**src/sv/hvd_pkg.sv**
```systemverilog
package hvd_pkg;

    localparam int CORDIC_STEPS = 28;
    localparam int CR_PER_STG   = 4;
    localparam int CR_STG       = CORDIC_STEPS / CR_PER_STG;
    localparam int CW           = 34;

    localparam int SQ_STEPS   = 32;
    localparam int SQ_PER_STG = 2;
    localparam int SQ_STG     = SQ_STEPS / SQ_PER_STG;

    localparam int BRAD_LAT  = 3;
    localparam int ROT_LAT   = CR_STG + 2;
    localparam int VEC_LAT   = CR_STG + 1;
    localparam int SQ_LAT    = SQ_STG;
    localparam int TOTAL_LAT = BRAD_LAT + ROT_LAT + 4 + SQ_LAT + VEC_LAT + 3;

    localparam logic [31:0]        TURN_UNITS  = 32'd3019898880;
    localparam logic [31:0]        BRAD_RECIP  = 32'd3054198966;
    localparam logic signed [32:0] LAT_LIMIT   = 33'sd754974720;
    localparam logic signed [32:0] LON_LIMIT   = 33'sd1509949440;
    localparam logic signed [CW-1:0] CORDIC_GAIN = 34'sh026DD3B6A;
    localparam logic signed [CW-1:0] Q30_ONE     = 34'sh040000000;
    localparam logic [30:0]        PI_Q29      = 31'd1686629713;
    localparam logic [28:0]        DIST_MAX    = 29'h1FFFFFFF;

    typedef struct packed {
        logic vld;
        logic ok;
        logic err;
    } t_tag;

    typedef logic signed [31:0] t_q30;

    function automatic logic signed [CW-1:0] atan_brad(input int idx);
        logic signed [CW-1:0] v;
        case (idx)
            0:  v = 34'sh020000000;
            1:  v = 34'sh012E4051E;
            2:  v = 34'sh009FB385B;
            3:  v = 34'sh0051111D4;
            4:  v = 34'sh0028B0D43;
            5:  v = 34'sh00145D7E1;
            6:  v = 34'sh000A2F61E;
            7:  v = 34'sh000517C55;
            8:  v = 34'sh00028BE53;
            9:  v = 34'sh000145F2F;
            10: v = 34'sh0000A2F98;
            11: v = 34'sh0000517CC;
            12: v = 34'sh000028BE6;
            13: v = 34'sh0000145F3;
            14: v = 34'sh00000A2FA;
            15: v = 34'sh00000517D;
            16: v = 34'sh0000028BE;
            17: v = 34'sh00000145F;
            18: v = 34'sh000000A30;
            19: v = 34'sh000000518;
            20: v = 34'sh00000028C;
            21: v = 34'sh000000146;
            22: v = 34'sh0000000A3;
            23: v = 34'sh000000051;
            24: v = 34'sh000000029;
            25: v = 34'sh000000014;
            26: v = 34'sh00000000A;
            27: v = 34'sh000000005;
            default: v = '0;
        endcase
        return v;
    endfunction

    function automatic logic signed [CW-1:0] clamp_q30(input logic signed [CW-1:0] v);
        logic signed [CW-1:0] r;
        if (v > Q30_ONE) begin
            r = Q30_ONE;
        end else if (v < -Q30_ONE) begin
            r = -Q30_ONE;
        end else begin
            r = v;
        end
        return r;
    endfunction

endpackage

```
**src/sv/hvd_isqrt.sv**
```systemverilog
module hvd_isqrt (
    input  logic          i_clk,
    input  logic          i_rst_n,
    input  logic [63:0]   i_v,
    input  hvd_pkg::t_tag i_tag,
    output logic [30:0]   o_root,
    output hvd_pkg::t_tag o_tag
);
    import hvd_pkg::*;

    logic [63:0] w_rem  [SQ_STG];
    logic [63:0] w_root [SQ_STG];
    t_tag        w_tag  [SQ_STG];
    logic [63:0] n_rem  [SQ_STG];
    logic [63:0] n_root [SQ_STG];
    logic [63:0] r_rem  [SQ_STG];
    logic [63:0] r_root [SQ_STG];
    t_tag        r_tag  [SQ_STG];

    assign w_rem[0]  = i_v;
    assign w_root[0] = '0;
    assign w_tag[0]  = i_tag;

    for (genvar g = 0; g < SQ_STG; g++) begin : g_stg
        if (g > 0) begin : g_link
            assign w_rem[g]  = r_rem[g-1];
            assign w_root[g] = r_root[g-1];
            assign w_tag[g]  = r_tag[g-1];
        end

        // two result bits per stage, bit weight falls by four each step
        always_comb begin
            logic [63:0] rem;
            logic [63:0] root;
            logic [63:0] b;
            rem  = w_rem[g];
            root = w_root[g];
            for (int k = 0; k < SQ_PER_STG; k++) begin
                b = 64'd1 << (62 - 2 * (g * SQ_PER_STG + k));
                if (rem >= root + b) begin
                    rem  = rem - (root + b);
                    root = (root >> 1) + b;
                end else begin
                    root = root >> 1;
                end
            end
            n_rem[g]  = rem;
            n_root[g] = root;
        end

        always_ff @(posedge i_clk) begin
            r_rem[g]  <= n_rem[g];
            r_root[g] <= n_root[g];
        end

        always_ff @(posedge i_clk) begin
            if (!i_rst_n) begin
                r_tag[g] <= '0;
            end else begin
                r_tag[g] <= w_tag[g];
            end
        end
    end

    assign o_root = r_root[SQ_STG-1][30:0];
    assign o_tag  = r_tag[SQ_STG-1];

endmodule

```
**config.mk**
```make
export PLATFORM = sky130hd
export DESIGN_NAME = hvd_isqrt
export DESIGN_NICKNAME = d
export VERILOG_FILES = /design/src/sv/hvd_pkg.sv /design/src/sv/hvd_isqrt.sv
export SDC_FILE = /design/constraint.sdc
export NUM_CORES = 2
export LEC_CHECK = 0
export BUFFER_PORTS_ARGS = -buffer_cell sky130_fd_sc_hd__buf_2
export CAP_MARGIN = 20
export CORE_ASPECT_RATIO = 0.8
export CORE_MARGIN = 2
export CORE_UTILIZATION = 40
export DETAILED_ROUTE_END_ITERATION = 16
export GPL_TIMING_DRIVEN = 1
export HOLD_SLACK_MARGIN = 0.08
export PLACE_DENSITY = 0.6
export REMOVE_ABC_BUFFERS = 1
export SLEW_MARGIN = 30
export SYNTH_ARGS = -nofsm -noshare
export SYNTH_HDL_FRONTEND = slang
export SYNTH_SLANG_ARGS = --single-unit
```
**constraint.sdc**
```tcl
create_clock -name i_clk -period 15.2 [get_ports i_clk]
set_input_delay 1.52 -clock i_clk [delete_from_list [all_inputs] [get_ports i_clk]]
set_output_delay 1.52 -clock i_clk [all_outputs]
set_load 0.05 [all_outputs]
```
## After elaboration in Yosys (flattened, before gate mapping)

Memory sizes are Yosys's and may differ from the RTL's.
Cells that the tools add are included.

| word-level totals | value |
|---|---|
| flip-flop bits (word level) | 0 |
| latch bits | 0 |
| RAM bits | 2096 |
| ROM bits | 0 |
| input bits | 69 |
| logic and storage cells | 227 |
| memories kept | 3 |

| operators by class | value |
|---|---|
| add/sub/neg operators | 94 |
| multipliers | 0 |
| divide/modulo/power cells | 0 |
| order comparisons | 32 |
| equal/unequal tests | 0 |
| shift operators | 0 |
| muxes and demuxes | 82 |
| bitwise logic cells | 16 |
| reductions and logical operators | 0 |

Memory list:

| name | words | width | rd ports | clocked after Yosys merged registers in | write ports | RTL line | text |
|---|---|---|---|---|---|---|---|
| r_rem | 16 | 64 | 15 | 0 | 16 | hvd_isqrt.sv:16 | `logic [63:0] r_rem [SQ_STG];` |
| r_root | 16 | 64 | 16 | 0 | 16 | hvd_isqrt.sv:17 | `logic [63:0] r_root [SQ_STG];` |
| r_tag | 16 | 3 | 16 | 0 | 16 | hvd_isqrt.sv:18 | `t_tag r_tag [SQ_STG];` |

Operators with widths:

| kind | count |
|---|---|
| $mux 64 | 63 |
| $ge 64x64->1 | 31 |
| $sub 64x64->64 | 31 |
| $add 63x1->64 const B | 1 |
| $add 63x11->64 const B | 1 |
| $add 63x13->64 const B | 1 |
| $add 63x15->64 const B | 1 |
| $add 63x17->64 const B | 1 |
| $add 63x19->64 const B | 1 |
| $add 63x21->64 const B | 1 |
| $add 63x23->64 const B | 1 |
| $add 63x25->64 const B | 1 |
| $add 63x27->64 const B | 1 |
| $add 63x29->64 const B | 1 |
| $add 63x3->64 const B | 1 |
| $add 63x31->64 const B | 1 |
| $add 63x33->64 const B | 1 |
| $add 63x35->64 const B | 1 |
| $add 63x37->64 const B | 1 |
| $add 63x39->64 const B | 1 |
| $add 63x41->64 const B | 1 |
| $add 63x43->64 const B | 1 |
| $add 63x45->64 const B | 1 |
| $add 63x47->64 const B | 1 |
| other kinds (47) | 78 |

## Logic depth before layout (Yosys ltp)

An unclocked memory read counts as a cell.

| logic depth | value |
|---|---|
| depth in word-level cells | 7 |
| depth in mapped cells | 31 |
| depth with buffers taken out | 28 |

## Least setup slack after synthesis

No wires, ideal clock.

| timing path | value |
|---|---|
| kind | reg2reg |
| from | memory r_rem[13][38] (netlist: r_rem[1][358]) |
| to | memory r_rem[14][61] (netlist: r_rem[1][445]) |
| arrival | 6.427 ns |
| data required time | 15.073 ns |
| setup slack | 8.647 ns |
| stages on the path, launching flop included | 30 |
| buffers on the path | 6 |
| clock period less this slack | 6.553 ns |
| path through | dfxtp_1 > clkbuf_1 > nor4_1 > nand3b_1 > nor3_1 > and3_1 > clkbuf_1 > o31a_1 > nand2_1 > inv_2 > buf_2 > buf_1 > buf_1 > nor2_1 > nor2_1 > ha_1 > a21o_1 > a311o_1 > a21oi_1 > o21bai_1 > a21oi_1 > o21a_1 > o21ai_0 > a311o_1 > a21oi_1 > nand4_1 > a31oi_1 > clkbuf_1 > nand4_1 > xor2_1 |

RTL lines:

| what | RTL line |
|---|---|
| from (decl) | hvd_isqrt.sv:16 |

==> impl_metrics.ini <==
[die]
num_io_pins = 103
dieArea_sq_um = 185000
die_h_um = 385
fp.dieW_um = 481
core_sq_um = 180000
num_rows = 139
start_util = 0.404

[synthesis]
synthArstFlopShare = 0
synth_edf_count = 0
yosys-top-cells-count = dfxtp_1, nor2_1, a21oi_1
yosysMostFrequentCell = dfxtp_1
avgSynthCellArea_sq_um = 8.41
synth_top_flop_cell = dfxtp_1
ys_warn_count = 0
netlist_area_sq_um = 72800
ys_types = 98
yosysSeqAreaShare = 0.352
ys_top_cells_by_area = dfxtp_1, ha_1, xnor2_1, a21oi_1, xor2_1
synthCells = 8654
netlist.area_leader.share = 0.352
synth-seq-cells = 1279
yosys.area.top_type = dfxtp_1

[detailed_routing]
ant_nets = 0
detail_route.vias_per_cell = 5.65
post-route-drc-count = 0
firstDrtPassIters = 6
drtIter0Drc = 5957
num_vias = 63200
wl_um = 222000
wl_per_cell_um = 19.8

[pwr]
ir_worst_vdd_mv = 0.101
leakage_nw = 35.4
switchingPower_w = 0.00632
p_seq_frac = 0.323
p_int_w = 0.00887
power.density_nw_per_um2 = 189
switching_share = 0.416
pwr-share-clk = 0.230
combPwrFrac = 0.446

[sta]
fmax_ghz = 0.125
finalSetupTns_ps = 0
period_needed_ps = 7970
setup_viol = 0
whs_ps = 309
slew_violations = 0
period_share = 0.524
hold_violations = 0
rsz0062_at_grt = no
relSlewSlack = 0.332
fin_skew_ps = 67.1
tightest_slew_ps = 996

[clock_network]
cts_tree = yes
clkSinkCount = 1279
cts_resized = 0
numCtsBuffers = 135
cts_hold_buffers = 0
cts-root-buf = clkbuf_16
cts_max_path_buffers = 3
postCtsSetupBuffers = 0
ctsHtreeMaxLevel = 4
clkLatencyLatePin_ps = 790
cts.clk_slew.worst_paths_ps = 70

[final_layout]
syn2layout_area_growth_pct = 10.6
final_layout_size_suffix_gt1_frac = 0.0653
layout.nets = 9308
antennaDiodeCount = 0

[critical_path]
crit_start = r_root[1][148]$_DFF_P_
rrSetupSlack_ps = 7230
cp.arrival_ps = 8600
critical_path_class = reg2reg
required_ps = 15830
start_kind = register
crit_end = r_rem[1][236]$_DFF_P_
cp-end-kind = register
rr_worst_depth = 27
reg2reg_from = r_root[1][148]$_DFF_P_
cp_max_fo = 53
r2r_end = r_rem[1][236]$_DFF_P_

[run_status]
outcome = finished clean

[place]
numPortBuffers = 102
gp_congestion = 0.956
dpl.hpwl_um = 179000

[grt]
track_usage = 0.232
grt_pass1_vias = 59400
grt_pass1_wl_um = 343000
antenna_found_initial = 8
overflow = 0
grt_max_degree = 68

[hold_path]
hold_class = reg2reg

[job]
maxCapViolCount = 0
## cell type report
cell class | instances | area (sq um)
Timing Repair Buffer | 139 | 788
Multi-Input combinational cell | 6633 | 44400
Clock inverter | 66 | 1020
Fill cell | 17700 | 99600
Inverter | 478 | 1800
Tap cell | 2397 | 3000
Clock buffer | 181 | 3830
Sequential cell | 1279 | 25600
## worst max-delay path, stage by stage (launching register included)
cell and delay, ps:
dfxtp_1 340, inv_1 70, ha_1 340, nor2b_1 170, o31a_1 290, o31ai_1 470, o21ai_0 350, o2111ai_1 290
buf_4 250, nand2_1 70, buf_4 270, inv_1 510, o21ai_0 250, ha_1 430, a21o_1 220, a21o_1 220
a2111oi_0 410, or3_1 250, nand2b_1 120, nand2_1 60, a221o_1 360, o21ai_0 440, o311ai_0 360, nor4_4 240
buf_4 500, inv_2 160, and3_1 230, xnor2_1 120
## cells in the final DEF, fill, tap and decap left out, types with 50 or more instances in the layout
cell type	instances
clkbuf_16	137
nand3_1	192
ha_1	573
nor3_1	240
nand2b_1	92
or3_1	93
a21oi_1	718
xnor2_1	528
nand4_1	190
mux2_2	77
nand2_1	660
a21o_1	262
buf_2	102
and3_1	70
o31ai_1	51
dfxtp_1	1279
or4_1	59
or2_2	55
o21bai_1	71
nor2b_1	72
a31oi_1	67
nor4_1	244
xor2_1	329
nor2_1	746
and2_1	95
o21a_1	89
o21ai_0	424
inv_1	470
a211oi_1	50
## power by group through the flow
stage	Combinational (W)	Sequential, W	Clock [W]
after floorplan	0.00511	0.00462	0
after global placement	0.00658	0.00496	0
after detailed placement	0.00663	0.00496	0
after CTS	0.00668	0.00489	0.00359
after global routing	0.00748	0.00498	0.00374
final	0.00677	0.00491	0.00350
## flip-flops by register name, summed over array words and instances (netlist names)
name and cells:
r_tag 48, r_root 271, r_rem 960
## cells by family (layout without fill, tap and decap cells)
kind of cell,Yosys count,in the layout,share of synthesized area
and+or+nand+nor,3006,3006,0.210
DFF,1279,1279,0.352
AOI/OAI and AO/OA,2095,2095,0.181
xor gates and xnor gates,859,859,0.104
adders and majority gates,573,573,0.0985
muxes,100,100,0.0151
buffers and inverters,742,864,0.0394
## metal layers
| metal | GRT usage | routed length [um] | share of wire | vias up |
|---|---|---|---|---|
| met4 | 0.0480 | 4000 | 0.018 | 0 |
| met3 | 0.0428 | 16400 | 0.074 | 247 |
| met1 | 0.340 | 107000 | 0.48 | 29800 |
| met5 | 0 | 0 | 0 | - |
| li1 | - | - | - | 31000 |
| met2 | 0.351 | 94000 | 0.42 | 2071 |
## metrics by stage
stage	setup slack, ps	utilization	total power (W)	std cells	instance area (sq um)
after detailed placement	7340	0.420	0.0116	10900	75600
after floorplan	6360	-	0.00973	8390	71700
after CTS	7280	0.447	0.0152	11200	80400
after global routing	6640	0.447	0.0162	11200	80500
final	7230	0.447	0.0152	11200	80500
after global placement	7120	0.420	0.0115	10900	75500
## worst min path at each step
| stage | from | endpoint | slack [ps] | depth (start not counted) |
|---|---|---|---|---|
| 3_5_place_dp | r_rem[0][134]$_DFF_P_ | r_rem[0][198]$_DFF_P_ | 340 | 0 |
| 4_1_cts | r_root[1][37]$_DFF_P_ | r_root[1][99]$_DFF_P_ | 310 | 0 |
| 2_1_floorplan | r_root[0][60]$_DFF_P_ | r_root[0][122]$_DFF_P_ | 330 | 0 |
| 5_1_grt | r_root[1][37]$_DFF_P_ | r_root[1][99]$_DFF_P_ | 320 | 0 |
| 3_3_place_gp | r_root[1][347]$_DFF_P_ | r_root[1][409]$_DFF_P_ | 330 | 0 |
| 6_report | r_root[1][37]$_DFF_P_ | r_root[1][99]$_DFF_P_ | 310 | 0 |
(Power assumes the default switching activity.)
