`src/sv/hvd_pkg.sv`:
```
package hvd_pkg;

    localparam int CORDIC_STEPS = 28;
    localparam int CR_PER_STG   = 4;
    localparam int CR_STG       = CORDIC_STEPS / CR_PER_STG;
    localparam int CW           = 34;

    localparam int SQ_STEPS   = 32;
    localparam int SQ_PER_STG = 2;
    localparam int SQ_STG     = SQ_STEPS / SQ_PER_STG;

    localparam int BRAD_LAT  = 3;
    localparam int ROT_LAT   = CR_STG + 2;
    localparam int VEC_LAT   = CR_STG + 1;
    localparam int SQ_LAT    = SQ_STG;
    localparam int TOTAL_LAT = BRAD_LAT + ROT_LAT + 4 + SQ_LAT + VEC_LAT + 3;

    localparam logic [31:0]        TURN_UNITS  = 32'd3019898880;
    localparam logic [31:0]        BRAD_RECIP  = 32'd3054198966;
    localparam logic signed [32:0] LAT_LIMIT   = 33'sd754974720;
    localparam logic signed [32:0] LON_LIMIT   = 33'sd1509949440;
    localparam logic signed [CW-1:0] CORDIC_GAIN = 34'sh026DD3B6A;
    localparam logic signed [CW-1:0] Q30_ONE     = 34'sh040000000;
    localparam logic [30:0]        PI_Q29      = 31'd1686629713;
    localparam logic [28:0]        DIST_MAX    = 29'h1FFFFFFF;

    typedef struct packed {
        logic vld;
        logic ok;
        logic err;
    } t_tag;

    typedef logic signed [31:0] t_q30;

    function automatic logic signed [CW-1:0] atan_brad(input int idx);
        logic signed [CW-1:0] v;
        case (idx)
            0:  v = 34'sh020000000;
            1:  v = 34'sh012E4051E;
            2:  v = 34'sh009FB385B;
            3:  v = 34'sh0051111D4;
            4:  v = 34'sh0028B0D43;
            5:  v = 34'sh00145D7E1;
            6:  v = 34'sh000A2F61E;
            7:  v = 34'sh000517C55;
            8:  v = 34'sh00028BE53;
            9:  v = 34'sh000145F2F;
            10: v = 34'sh0000A2F98;
            11: v = 34'sh0000517CC;
            12: v = 34'sh000028BE6;
            13: v = 34'sh0000145F3;
            14: v = 34'sh00000A2FA;
            15: v = 34'sh00000517D;
            16: v = 34'sh0000028BE;
            17: v = 34'sh00000145F;
            18: v = 34'sh000000A30;
            19: v = 34'sh000000518;
            20: v = 34'sh00000028C;
            21: v = 34'sh000000146;
            22: v = 34'sh0000000A3;
            23: v = 34'sh000000051;
            24: v = 34'sh000000029;
            25: v = 34'sh000000014;
            26: v = 34'sh00000000A;
            27: v = 34'sh000000005;
            default: v = '0;
        endcase
        return v;
    endfunction

    function automatic logic signed [CW-1:0] clamp_q30(input logic signed [CW-1:0] v);
        logic signed [CW-1:0] r;
        if (v > Q30_ONE) begin
            r = Q30_ONE;
        end else if (v < -Q30_ONE) begin
            r = -Q30_ONE;
        end else begin
            r = v;
        end
        return r;
    endfunction

endpackage

```
`src/sv/hvd_brad.sv`:
```
module hvd_brad (
    input  logic              i_clk,
    input  logic              i_rst_n,
    input  logic signed [33:0] i_diff,
    input  hvd_pkg::t_tag     i_tag,
    output logic [31:0]       o_brad,
    output hvd_pkg::t_tag     o_tag
);
    import hvd_pkg::*;

    localparam logic signed [34:0] T1 = $signed({3'b000, TURN_UNITS});
    localparam logic signed [34:0] T2 = $signed({2'b00, TURN_UNITS, 1'b0});

    logic signed [34:0] w_d;
    logic signed [34:0] n_red;
    logic [31:0]        r_red;
    logic [63:0]        w_prod;
    logic [31:0]        r_q0;
    logic [31:0]        r_n;
    logic [39:0]        w_rem;
    logic [31:0]        n_brad;
    logic [31:0]        r_brad;
    t_tag               r_tag [3];

    assign w_d = 35'(i_diff);

    // reduce into one turn
    always_comb begin
        if (w_d < -T1) begin
            n_red = w_d + T2;
        end else if (w_d < 0) begin
            n_red = w_d + T1;
        end else if (w_d >= T1) begin
            n_red = w_d - T1;
        end else begin
            n_red = w_d;
        end
    end

    // times 64/45: reciprocal estimate, then fix up by at most two
    assign w_prod = 64'(r_red) * 64'(BRAD_RECIP);
    assign w_rem  = 40'({r_n, 6'b000000}) - 40'(r_q0) * 40'd45;

    always_comb begin
        if (w_rem >= 40'd90) begin
            n_brad = r_q0 + 32'd2;
        end else if (w_rem >= 40'd45) begin
            n_brad = r_q0 + 32'd1;
        end else begin
            n_brad = r_q0;
        end
    end

    always_ff @(posedge i_clk) begin
        r_red  <= n_red[31:0];
        r_q0   <= w_prod[62:31];
        r_n    <= r_red;
        r_brad <= n_brad;
    end

    always_ff @(posedge i_clk) begin
        if (!i_rst_n) begin
            r_tag[0] <= '0;
            r_tag[1] <= '0;
            r_tag[2] <= '0;
        end else begin
            r_tag[0] <= i_tag;
            r_tag[1] <= r_tag[0];
            r_tag[2] <= r_tag[1];
        end
    end

    assign o_brad = r_brad;
    assign o_tag  = r_tag[2];

endmodule

```
`config.mk`:
```
export PLATFORM = sky130hd
export DESIGN_NAME = hvd_brad
export DESIGN_NICKNAME = d
export VERILOG_FILES = /design/src/sv/hvd_pkg.sv /design/src/sv/hvd_brad.sv
export SDC_FILE = /design/constraint.sdc
export NUM_CORES = 1
export LEC_CHECK = 0
export BUFFER_PORTS_ARGS = -buffer_cell sky130_fd_sc_hd__buf_2
export CAP_MARGIN = 5
export CORE_AREA = 2 2 298 153
export CTS_BUF_LIST = sky130_fd_sc_hd__clkbuf_8 sky130_fd_sc_hd__clkbuf_16
export DETAILED_ROUTE_END_ITERATION = 10
export DIE_AREA = 0 0 300 155
export PLACE_DENSITY = 0.81
export SLEW_MARGIN = 0
export SYNTH_ARGS = -nofsm -noshare
export SYNTH_HDL_FRONTEND = slang
export SYNTH_SLANG_ARGS = --single-unit
```
`constraint.sdc`:
```
create_clock -name i_clk -period 10.1 [get_ports i_clk]
set_input_delay 2.02 -clock i_clk [delete_from_list [all_inputs] [get_ports i_clk]]
set_output_delay 2.02 -clock i_clk [all_outputs]
set_load 0.005 [all_outputs]
```
== Yosys cells after proc, flatten, opt, wreduce, memory -nomap -nowiden ==
Memories as Yosys holds them, arrays and structs flattened.
Index checks and enable logic that the tools add are counted.

* Logic and storage cells: 31
* Bits in writable memories: 9
* Memories kept: 1
* Input port bits: 39
* Flip-flop bits (word level): 128
* Output and inout port bits: 35

* Multipliers: 2
* Multiplexer cells: 10
* Bitwise logic cells: 3
* $add $sub $neg: 6
* Order comparisons: 5

{| class="wikitable"
|+ Memories
! name !! depth !! bits a word !! read ports !! clocked after Yosys merged registers in !! write ports !! RTL line !! source
|-
| r_tag || 3 || 3 || 3 || 0 || 3 || hvd_brad.sv:23 || <nowiki>t_tag r_tag [3];</nowiki>
|}

{| class="wikitable"
|+ Operators with widths
! cell !! count
|-
| $mux W32 || 5
|-
| $add A32 B32 Y32 const B || 2
|-
| $mul A32 B31 Y62 const B || 1
|-
| $ge A40 B6 Y1 const B || 1
|-
| $ge A40 B7 Y1 const B || 1
|-
| $sub A38 B38 Y39 || 1
|-
| $mul A32 B6 Y38 const B || 1
|-
| $ge A34 B33 Y1 const B || 1
|-
| $lt A34 B1 Y1 const B || 1
|-
| $lt A34 B33 Y1 const B || 1
|-
| $add A32 B1 Y32 const B || 1
|-
| $add A32 B2 Y32 const B || 1
|-
| $sub A32 B32 Y32 const B || 1
|-
| $mux W3 || 3
|-
| $or A1 B1 Y1 || 3
|-
| $mux W1 || 2
|}

== Longest topological paths before layout ==
Gate-level depths: netlist (run 1).

* Depth after elaboration: 5
* Mapped depth: 26

== Worst setup path after synthesis (run 1) ==
OpenSTA, ideal clock, no wires.

* Kind: flip-flop to flip-flop
* Start point: register r_red[8]
* End point: register r_q0[31]
* Library setup time: 72 ps
* Path buffers: 0
* Stages on the path, launching flop included: 27
* Required time: 10,028 ps
* Slack: 2,829 ps
* Arrival: 7,199 ps
* Path through: dfxtp_1 > ha_1 > inv_1 > fa_1 > inv_1 > fa_1 > inv_1 > fa_1 > inv_1 > fa_1 > fa_1 > fa_1 > inv_1 > fa_1 > inv_1 > ha_1 > a21o_1 > a21o_1 > a21oi_1 > and2_1 > a21oi_1 > a31oi_1 > o21ai_1 > o41ai_1 > nor3_1 > a2111oi_0 > xnor2_1

* Word-level cells in the longest chain between the ends: 1

{| class="wikitable"
|+ RTL lines
! what !! RTL line !! source
|-
| from (decl) || hvd_brad.sv:16 || <nowiki>logic [31:0] r_red;</nowiki>
|-
| from (signal assigned) || hvd_brad.sv:55 || <nowiki>r_red <= n_red[31:0];</nowiki>
|-
| $mul A32 B31 Y62 || hvd_brad.sv:41 || <nowiki>assign w_prod = 64'(r_red) * 64'(BRAD_RECIP);</nowiki>
|-
| named net w_prod[62] || hvd_brad.sv:17 || <nowiki>logic [63:0] w_prod;</nowiki>
|-
| to (signal assigned) || hvd_brad.sv:56 || <nowiki>r_q0 <= w_prod[62:31];</nowiki>
|-
| to (decl) || hvd_brad.sv:18 || <nowiki>logic [31:0] r_q0;</nowiki>
|}

The timed path passes the listed nets, and every way through them passes these cells.

== Final worst setup path (run 1) ==
* Start point: register r_red[10]
* End point: register r_q0[31]

Same word-level chain as after synthesis.

==> results of run 1 <==
[registers in the layout, indices dropped and copies added (netlist names)]
| signal | flops |
|---|---|
| o_brad | 32 |
| r_n | 32 |
| r_q0 | 32 |
| r_tag | 9 |
| r_red | 32 |
[per-layer routing]
metal	up-vias	share of wire [%]	global-route usage (%)
met4	2	0.95	4.52
met5	-	0.058	0
met2	1110	33	42.2
met3	75	19	22.5
met1	9357	46	56.9
li1	8122	-	-
[stage by stage]
step                      hold slack (ns)  instance area [µm²]
final                               0.406                26300
after global routing                0.420                26300
after CTS                           0.406                26300
after detailed placement            0.396                25700
after global placement              0.382                25700
after floorplan                     0.375                24700
[critical path: stages, from the launching register on]
cell	delay (ns)
dfxtp_1	0.59
ha_1	0.39
fa_1	0.59
inv_1	0.08
fa_1	0.53
inv_1	0.05
ha_1	0.27
inv_1	0.04
fa_1	0.47
inv_1	0.06
fa_1	0.51
fa_1	0.54
inv_1	0.05
fa_1	0.52
inv_1	0.04
ha_1	0.33
a21oi_1	0.16
o21ai_0	0.30
a211oi_1	0.32
a31oi_1	0.26
a21o_1	0.32
a31oi_1	0.54
o21ai_1	0.37
o41ai_1	0.58
nor3_1	0.14
a2111oi_0	0.57
xnor2_1	0.12
[path summary, 6_finish.rpt]
path / start / end / slack, ns / cells after the start
worst min-delay path: r_red[3] / r_n[3] / 0.41 / 0
worst min register to register: r_red[3] / r_n[3] / 0.41 / 0
worst max-delay path: r_red[10] / r_q0[31] / 1.21 / 26
worst max register to register: r_red[10] / r_q0[31] / 1.21 / 26
[cell usage after synthesis (7+ instances only)]
cell | n | share of area [%]
o211ai_1 | 12 | 0.36
nand3_1 | 20 | 0.41
buf_2 | 12 | 0.24
fa_1 | 433 | 35
nor3_1 | 20 | 0.41
o21a_1 | 15 | 0.46
xnor2_1 | 54 | 1.9
a211oi_1 | 16 | 0.49
a21o_1 | 39 | 1.2
and2_1 | 20 | 0.51
nand2_1 | 72 | 1.1
nor4_1 | 10 | 0.25
o21ai_0 | 44 | 0.89
clkbuf_1 | 11 | 0.17
ha_1 | 435 | 22
nand2b_1 | 16 | 0.41
xor2_1 | 37 | 1.3
nor2_1 | 78 | 1.2
nor2b_1 | 10 | 0.25
dfxtp_1 | 137 | 11
a21oi_1 | 94 | 1.9
nand4_1 | 24 | 0.61
and3_1 | 20 | 0.51
o21ai_1 | 7 | 0.14
inv_1 | 754 | 11
or3_1 | 7 | 0.18
o2111ai_1 | 9 | 0.32
[cells by family (layout without fill, tap and decap cells)]
logic type	count (synthesis)	after routing
multiplexers	8	8
AND/OR/NAND/NOR	325	325
AO/OA/AOI/OAI	321	321
other	0	1
flip-flops	137	137
adder cells (fa/ha/maj)	869	869
buffers and inverters	784	863
XOR/XNOR	91	91
[layout make-up]
type | count | share of cell area [%]
multi-input cells | 1614 | 72.1
well taps | 598 | 2.84
flip-flops and latches | 137 | 10.4
diodes | 1 | 0.00951
inverters | 754 | 10.8
clock buffers | 17 | 1.62
repair buffers | 77 | 1.50
clock inverters | 15 | 0.770
==> flow_summary.toml, run 1 <==
[final_layout]
stdcell_count = 3213
fin_nets = 3508
multi_input_area_mm2 = 0.0190
mostFrequentLayoutCells = "inv_1, ha_1, fa_1, dfxtp_1, a21oi_1"
syn_to_final_growth_pct = 6.57
final_core_util_pct = 59.6
nFillCells = 3772
regArea_mm2 = 0.00274
final_common_cell = "inv_1"
drive_gt1_share_pct = 5.59

[floorplan]
rows = 55
core-area_mm2 = 0.0442
die_h_um = 155
start_util_pct = 55.9
io_pins = 74
die-area_mm2 = 0.0465
die_w_um = 300

[routing]
drt_iter0_markers = 2191
vias = 18666
wl_per_cell_um = 25.2
wl_mm = 80.8
antenna_left = 0
drcViolationCount = 0
dr.pass1.iters = 8
routed_via_density = 5.81

[synth]
ys_types = 85
synthesis.nets = 3442
ys_seq_elements = 137
synthAdderAreaFrac_pct = 57.2
synth_top_family_by_area = "adder cells"
synth.mux.area_fraction_pct = 0.339
syn-cell-area_mm2 = 0.0247
synth_compound_area_share_pct = 9.12
ys_async_sr_fraction_pct = 0
synth_warnings = 0
ys_seq_area_share_pct = 11.1
synthCells = 2535
synth_edf_count = 0
ys.flop_type = "dfxtp_1"
yosys.area_share.simple_pct = 6.92
avgSynthCellArea_um2 = 9.74
synth_xor_area_share_pct = 3.23

[timing]
min_period_ns = 8.89
hold_viol = 0
rsz0062_at_grt = "no"
min_period_over_period_pct = 88.0
slew_violations = 0
max_slew_margin_pct = 11.8
timing.final.ws_setup_ns = 1.21
worstMarginPinSlew_ns = 1.31
fin_tns_setup_ns = 0
clock_skew_ns = 0.0181
fmax_ghz = 0.112
setup_violations = 0

[worst_setup_path]
setup.worst_path.end_class = "flop"
critPathArrivalTime_ns = 9.24
crit_fanout = 6
critPathLaunchType = "flop"
critPathRequiredTime_ns = 10.45
path_class = "reg -> reg"

[clock_tree]
clk_path_buf_depth = 2
post-cts-setup-buffer-count = 0
cts-resized-gates = 0
cts_tree = "yes"
cts_buffers = 17
clk_pin_slew_ns = 0.08
root_buffer = "clkbuf_16"
clk_latency_ns = 0.48
hold_buffers = 0
numClockSinks = 137
cts_htree_levels = 4

[global_route]
gr-usage-all-layers_pct = 36.7
grt_pass1_wl_mm = 122
grt_remaining_overflow = 0
grt_pass1_vias = 19347
grt_max_degree = 17
antenna_found_initial = 1

[placement]
dp_cells = 3180
post-dp-hpwl_mm = 72.2
place_ws_ns = 1.51
place_congestion = 1.05
port-buffer-count = 73

[job]
maxCapViolCount = 0

[outcome]
status = "finished clean"

[min_path]
min-delay-path-class = "reg -> reg"
Power of run 1 is not shown: default switching activity piles up to over one toggle a cycle in this logic, so the estimate is an artifact.
==> run 2, diff against run 1 <==
--- a/config.mk
+++ b/config.mk
@@ -11,6 +11,7 @@
 export CTS_BUF_LIST = sky130_fd_sc_hd__clkbuf_8 sky130_fd_sc_hd__clkbuf_16
 export DETAILED_ROUTE_END_ITERATION = 10
 export DIE_AREA = 0 0 300 155
+export MAX_ROUTING_LAYER = met4
 export PLACE_DENSITY = 0.81
 export SLEW_MARGIN = 0
 export SYNTH_ARGS = -nofsm -noshare
==> run 2 against run 1 <==
Clock skew increased by 0.0018 ns. First-iteration DRC count grew 2.1%. Via count shrank 0.69%. Sequential share of layout area unchanged. Maximum frequency is 0.65% higher. Global-route usage decreased by 0.59 points. Die area is the same. Highest routed layer is now met4. Count of clock-buffer cells in the layout is the same. Worst hold slack got worse by 0.0024 ns. Setup slack gained 0.058 ns. Non-clock buffer count down 1. Critical endpoint unchanged. Cell area did not move.
==> flow_summary.toml, run 2 (synthesis results as in run 1) <==
[routing]
routed_via_density = 5.77
antenna_left = 0
wl_mm = 77.4
dr.pass1.iters = 6
vias = 18538
drt_iter0_markers = 2238
drcViolationCount = 0
wl_per_cell_um = 24.1

[timing]
min_period_ns = 8.83
hold_viol = 0
clock_skew_ns = 0.0199
rsz0062_at_grt = "no"
hold-worst-slack_ns = 0.403
min_period_over_period_pct = 87.5
worstMarginPinSlew_ns = 1.21
setup_violations = 0
max_slew_margin_pct = 19.0
fin_tns_setup_ns = 0
slew_violations = 0
fmax_ghz = 0.113

[clock_tree]
cts_buffers = 17
cts_tree = "yes"
hold_buffers = 0
clk_pin_slew_ns = 0.07
cts_htree_levels = 4
clk_path_buf_depth = 2
post-cts-setup-buffer-count = 0
root_buffer = "clkbuf_16"
cts-resized-gates = 0
numClockSinks = 137
clk_latency_ns = 0.48

[final_layout]
stdcell_area_mm2 = 0.0263
final_common_cell = "inv_1"
drive_gt1_share_pct = 5.55
mostFrequentLayoutCells = "inv_1, ha_1, fa_1, dfxtp_1, a21oi_1"
fin_nets = 3507
syn_to_final_growth_pct = 6.57
nFillCells = 3672

[placement]
place_congestion = 1.15
dpl_cell_area_mm2 = 0.0257
port-buffer-count = 73
post-dp-hpwl_mm = 68.5

[job]
maxCapViolCount = 0

[floorplan]
rows = 55
die-area_mm2 = 0.0465
die_h_um = 155
die_w_um = 300
core-area_mm2 = 0.0442
io_pins = 74
start_util_pct = 55.9

[global_route]
grt_pass1_wl_mm = 118
grt_max_degree = 17
gr-usage-all-layers_pct = 36.1
grt_pass1_vias = 19200
grt_remaining_overflow = 0
antenna_found_initial = 3

[worst_setup_path]
path_class = "reg -> reg"
r2r_cells = 26
critPathRequiredTime_ns = 10.43
critPathLaunchType = "flop"
r2r_setup_slack_ns = 1.27
worstSetupEndpoint = "r_q0[31]"
critPathArrivalTime_ns = 9.16
startpoint = "r_red[14]"
setup.worst_path.end_class = "flop"
r2r_start = "r_red[14]"
crit_fanout = 6
worstReg2RegEnd = "r_q0[31]"

[outcome]
status = "finished clean"

[min_path]
min-delay-path-class = "reg -> reg"
run 2: metrics by stage:
step	worst slack (ns)	util (%)	std cells
final	1.27	59.6	3212
after global routing	0.913	59.6	3212
after CTS	1.40	59.6	3211
after detailed placement	1.48	58.1	3179
after global placement	1.68	58.1	3179
after floorplan	2.83	-	2535
run 2: how the worst min path moves through the flow:
stage               endpoint  cells after the start  slack, ns  startpoint
global route          r_n[2]                      0       0.42    r_red[2]
finish                r_n[2]                      0       0.40    r_red[2]
floorplan             r_n[2]                      0       0.37    r_red[2]
detailed placement    r_n[2]                      0       0.39    r_red[2]
CTS                   r_n[2]                      0       0.40    r_red[2]
global placement      r_n[2]                      0       0.39    r_red[2]
run 2: cell type report:
cell class | instances | area [µm²] | area share, %
Antenna cell | 1 | 2.50 | 0.00951
Multi-Input combinational cell | 1614 | 19000 | 72.1
Clock buffer | 17 | 425 | 1.62
Inverter | 754 | 2830 | 10.8
Timing Repair Buffer | 76 | 388 | 1.47
Sequential cell | 137 | 2740 | 10.4
Clock inverter | 15 | 211 | 0.803
Tap cell | 598 | 748 | 2.84
run 2: metal layers:
metal	part of all wire [%]	vias up	track usage [%]	wire length, µm
li1	-	8131	-	-
met1	45	9122	51.1	34500
met2	34	1202	41.3	26500
met3	20	83	24.7	15500
met4	1.1	0	4.88	883
met5	0	-	-	0
run 2: critical path, stage by stage (launching register included):
cell and delay [ns]:
dfxtp_1 0.58, ha_1 0.46, fa_1 0.61, inv_1 0.07, fa_1 0.56, inv_1 0.06
ha_1 0.27, inv_1 0.04, fa_1 0.50, inv_1 0.07, fa_1 0.51, fa_1 0.56
inv_1 0.06, fa_1 0.54, inv_1 0.04, ha_1 0.32, a21o_1 0.17, a21o_1 0.28
a21o_1 0.26, a22o_1 0.22, a21o_1 0.23, a31oi_1 0.47, o21ai_1 0.34, o41ai_1 0.57
nor3_1 0.15, a2111oi_0 0.59, xnor2_1 0.13
Power of run 2 is left out for the same reason.
